[src/design/double_hash_open_address_table_core_defines.svh]
// Assertion macros for the double-hash table core.
// Included by the top level; depends on nothing else.
`ifndef DOUBLE_HASH_OPEN_ADDRESS_TABLE_CORE_DEFINES_SVH
`define DOUBLE_HASH_OPEN_ADDRESS_TABLE_CORE_DEFINES_SVH
// Assert that an implication holds at every clock edge outside reset.
`define DH_ASSERT_IMPL(label, ante, cons, msg) \
  label: assert property (@(posedge clk) disable iff (rst) (ante) |-> (cons)) \
    else $error(msg);
// Assert that a condition holds at every clock edge outside reset.
`define DH_ASSERT_ALWAYS(label, cond, msg) \
  label: assert property (@(posedge clk) disable iff (rst) (cond)) \
    else $error(msg);
`endif

[src/design/dhoat_pkg.sv]
// Shared types and codes for the double-hash table core.
// No dependencies.
package dhoat_pkg;
  // Number of buckets; a prime so that every nonzero step visits the whole table.
  localparam int TABLE_SIZE = 1021;

  localparam logic [1:0] MODE_INSERT = 2'd0;
  localparam logic [1:0] MODE_REMOVE = 2'd1;
  localparam logic [1:0] MODE_LOOKUP = 2'd2;

  localparam logic [1:0] MARK_EMPTY = 2'd0;
  localparam logic [1:0] MARK_USED  = 2'd1;
  localparam logic [1:0] MARK_TOMB  = 2'd2;

  localparam logic [2:0] ST_INSERTED  = 3'd0;
  localparam logic [2:0] ST_DUPLICATE = 3'd1;
  localparam logic [2:0] ST_REMOVED   = 3'd2;
  localparam logic [2:0] ST_NOT_FOUND = 3'd3;
  localparam logic [2:0] ST_FOUND     = 3'd4;
  localparam logic [2:0] ST_FULL      = 3'd5;

  localparam logic CFG_STEP_PRIME = 1'b0;
  localparam logic CFG_MAX_FILL   = 1'b1;

  // Operation as it leaves the front end.
  typedef struct packed {
    logic [1:0]  mode;
    logic [63:0] key;
    logic [31:0] key_hash;
  } dhoat_op_t;
endpackage

[src/design/dhoat_front.sv]
// Front end: accepts operations, normalizes mode and key, and queues them.
// Depends on dhoat_pkg.
module dhoat_front
  import dhoat_pkg::*;
#(
  parameter int KEY_BITS = 32
) (
  input  logic        clk,
  input  logic        rst,
  input  logic        in_valid,
  output logic        in_ready,
  input  logic [1:0]  in_mode,
  input  logic [31:0] in_key,
  input  logic [31:0] in_hash,
  output logic        op_valid,
  input  logic        op_ready,
  output dhoat_op_t   op
);
  localparam int QD = 2;
  dhoat_op_t  q [QD];
  logic       wp, rp;
  logic [1:0] cnt;
  logic       push, pop;
  dhoat_op_t  nop;
  logic [63:0] mask;

  assign mask = (KEY_BITS >= 64) ? '1 : ((64'd1 << KEY_BITS) - 64'd1);

  // Classify: mode three becomes a lookup, key is masked.
  always_comb begin
    nop.mode = (in_mode == 2'd3) ? MODE_LOOKUP : in_mode;
    nop.key = {32'd0, in_key} & mask;
    nop.key_hash = in_hash;
  end

  assign in_ready = (cnt != 2'(QD));
  assign push = in_valid && in_ready;
  assign op_valid = (cnt != 2'd0);
  assign pop = op_valid && op_ready;
  assign op = q[rp];

  // Two-entry queue between front and back.
  always_ff @(posedge clk) begin
    if (push) q[wp] <= nop;
    if (rst) begin
      wp <= 1'b0;
      rp <= 1'b0;
      cnt <= 2'd0;
    end else begin
      if (push) wp <= ~wp;
      if (pop) rp <= ~rp;
      cnt <= cnt + 2'(push) - 2'(pop);
    end
  end
endmodule

[config.mk]
export PLATFORM = sky130hd
export DESIGN_NAME = dhoat_front
export DESIGN_NICKNAME = d
export VERILOG_FILES = /design/src/design/double_hash_open_address_table_core_defines.svh /design/src/design/dhoat_pkg.sv /design/src/design/dhoat_front.sv
export SDC_FILE = /design/constraint.sdc
export NUM_CORES = 1
export LEC_CHECK = 0
export BUFFER_PORTS_ARGS = -buffer_cell sky130_fd_sc_hd__buf_2
export CORE_ASPECT_RATIO = 1.75
export CORE_UTILIZATION = 51
export CTS_CLUSTER_SIZE = 20
export DETAILED_ROUTE_END_ITERATION = 8
export PLACE_DENSITY = 0.8
export SLEW_MARGIN = 15
export SYNTH_ARGS = -nofsm -noshare
export SYNTH_HDL_FRONTEND = slang
export SYNTH_SLANG_ARGS = --single-unit
[constraint.sdc]
create_clock -name clk -period 3.4 [get_ports clk]
set_input_delay 0.68 -clock clk [delete_from_list [all_inputs] [get_ports clk]]
set_output_delay 0.68 -clock clk [all_outputs]
set_load 0.05 [all_outputs]
==> summary.md <==
| Metric | Value |
|---|---|
| Peak VDD IR | ~420 uV |
| Worst path arrival time | around 2100 ps |
| R2R Path Start | cnt[0]$_SDFF_PP0_ |
| First-pass GRT wire length | between 10000 and 15000 um |
| Aggregate global-route resource usage | 0.182 |
| Peak Freq | 0.363 GHz |
| CP endpoint kind | output pin |
| Reg-to-reg endpoint | q[0][40]$_DFFE_PP_ |
| Post-synthesis mux area share | 0.164 |
| Layout cells sized above 1 | 0.501 |
| Routability cong. | about 0.7 |
| Rel. slew slack | 0.462 |
| Adder-Cell Fraction of Synth Area | 0.00230 |
| Crit path time final | around 2800 ps |
| Leakage | approximately 0.0027 uW |
| Area grow syn2layout | 24.8% |
| Worst slew pin tran | 806 ps |
| Biggest area consumer among synthesized cells | edfxtp_1 |
| Yosys reg bits | about 140 |
| Final Instance Count excl. Fillers | around 560 |
| Initial antenna violation count | 2 |
| Status | completed |
| Post-DRT Antenna Nets | 0 |
| Register area share after synthesis | 0.746 |
| Critical path class | register to output pin |
| # rows | 49 |
| H-tree depth | 4 |
| Post-Synth Simple-Gate Area | 0.0200 |
| Final Hold Vio Count | 0 |
| Final TNS setup | 0 ps |
| IO Pins | 170 |
| Sink Count | approximately 140 |
| Hold WC Path Type | primary input to register |
| PortBufs | 137 |
| Die area | around 11000 sq um |
| CTS tree | yes |
| Final setup violation count | 0 |
| Nets | a little under 500 |
| Via Count | roughly 2800 |
| Data required, critical path | about 2700 ps |
| Num CTS Buffers | 17 |
| DR iter-0 viols | between 100 and 150 |
| Synth Area in XOR/XNOR | 0.00161 |
| Most instantiated cells after synthesis | edfxtp_1 (132), mux2_4 (40), buf_4 (33) |
| Crit-path max FO | 40 |
| DRC violations left | 0 |
| Syn Std Cell Area | between 5000 and 6000 sq um |
| Iteration count of the initial detailed-routing pass | 4 |
| Hpwl dp | ~6400 um |
| Via-to-Cell Ratio | between 4 and 5 |
| Largest net degree at the start of global routing | 41 |
| Startpoint types | register |
| Post-CTS setup buffers | 0 |
| Pwr dens | 834 nW/um^2 |
| Crit path to | op[1] |
| Most frequent cell after synthesis | edfxtp_1 |
| Maxcap violations | 0 |
| Final WL | approximately 9400 um |
| Slew Limit Fails | 0 |
| CTS Root Cell | clkbuf_16 |
| Syn_area_per_cell | a little over 20 sq um |
| Synth top area cells | edfxtp_1 (73%), mux2_4 (11%), mux2_1 (5.4%) |
| Worst reg2reg path depth | 4 |
| Top FF cell, synth | edfxtp_1 |
| RSZ-0062 raised after global routing | false |
| Placed Cells incl. Taps | around 530 |
| Clk buf depth | 2 |
| Clock transition at path regs | roughly 60 ps |
| Fin Hold WS | 458 ps |
| EDFF count, synth | roughly 130 |
| Post_cts resized | 0 |
| Netlist cell types | 29 |
| Mapped Cells | 269 |
| Worst skew pair latency | approximately 400 ps |
| Top-area cell type share of the netlist area | 0.728 |
| Grt ovf | 0 |
| Hold buffer count at cts | 0 |
| WL/cell | approximately 17 um |
| Clk_skew | about 4.8 ps |
| Largest family of logic cells by synthesized area | multiplexers |
| Initial Util | 0.529 |
| Complex-gate fraction of the synthesized area | 0.00804 |
| Ys async rst share | 0 |
| Number of global-route vias before repair | ~2900 |
| Total core area | approximately 10000 sq um |
| Die width | roughly 80 um |
| R2R Setup Slk | ~1400 ps |
| Die height | about 140 um |
| Final period util | 0.811 |
| Synth Warn # | 0 |
[state kept, by name (all words and copies together), names as in the netlist, named ones only]
name	flops
q	132
cnt	2
rp	1
wp	1
[worst min-delay path by stage]
| stage | start | end | slack, ps | cells after the start |
|---|---|---|---|---|
| 2_1_floorplan | rp$_SDFFE_PP0P_ | register | 470 | 2 |
| 3_3_place_gp | rp$_SDFFE_PP0P_ | register | 490 | 2 |
| 3_5_place_dp | rp$_SDFFE_PP0P_ | register | 500 | 2 |
| 4_1_cts | in_key[2] | q[0][34]$_DFFE_PP_ | 430 | 1 |
| 5_1_grt | in_key[2] | q[0][34]$_DFFE_PP_ | 440 | 1 |
| 6_report | in_key[2] | q[1][34]$_DFFE_PP_ | 460 | 1 |
[kinds of logic (layout without fill, tap and decap cells)]
kind of cell               count (synthesis)  count (layout)
adders and majority gates                  1               1
and+or+nand+nor                           16              16
other                                      1              33
AOI/OAI and AO/OA                          6               6
xor gates and xnor gates                   1               1
muxes                                     66              66
DFF                                      137             137
buffers and inverters                     41             174
[layout by cell type, fill, tap and decap left out, drive strengths merged]
cell type	instances
xor2	1
or2	1
o21ba	1
inv	2
clkinv	7
nand3	1
nor4	1
clkbuf	18
a21bo	1
nand3b	1
bufinv	5
nor2b	3
a21oi	1
and3	2
diode	1
edfxtp	132
mux2	66
clkinvlp	1
nor2	4
conb	32
nor3	1
o21ai	2
nand2b	1
nor4bb	1
buf	141
dfxtp	5
o31a	1
ha	1
[worst max-delay path, stage by stage (launching register included)]
cell and delay [ps]:
dfxtp_4 790, buf_12 300, mux2_1 340, buf_2 210
[layout make-up]
| class | count | area [sq um] |
|---|---|---|
| Antenna cell | 1 | 2.50 |
| Fill cell | 722 | 3510 |
| Multi-Input combinational cell | 122 | 1190 |
| Inverter | 1 | 3.75 |
| Tap cell | 127 | 159 |
| Sequential cell | 137 | 4070 |
| Clock inverter | 14 | 203 |
| Timing Repair Buffer | 141 | 741 |
| Clock buffer | 18 | 429 |
[report_power, final]
group	switching (uW)	total (uW)	internal, uW
clock network	638	1930	1290
logic	1100	1570	469
registers	114	2170	2050
total	1850	5660	3810
[layer usage]
layer | part of all wire | track usage | vias up
met3 | 0.052 | 0.0592 | 19
met2 | 0.58 | 0.331 | 113
li1 | - | - | 1271
met5 | 0.0014 | 0 | -
met4 | 0.028 | 0.0968 | 2
met1 | 0.34 | 0.174 | 1346
[through the flow]
step                setup WS [ps]  utilization  power (uW)  area (sq um)
global placement             1080        0.598        3750          6160
floorplan                     377            -        3510          5560
finish                        642        0.660        5660          6790
detailed placement           1050        0.598        3780          6160
CTS                           597        0.659        5720          6790
global route                  539        0.660        5860          6790
(Power assumes the default switching activity.)
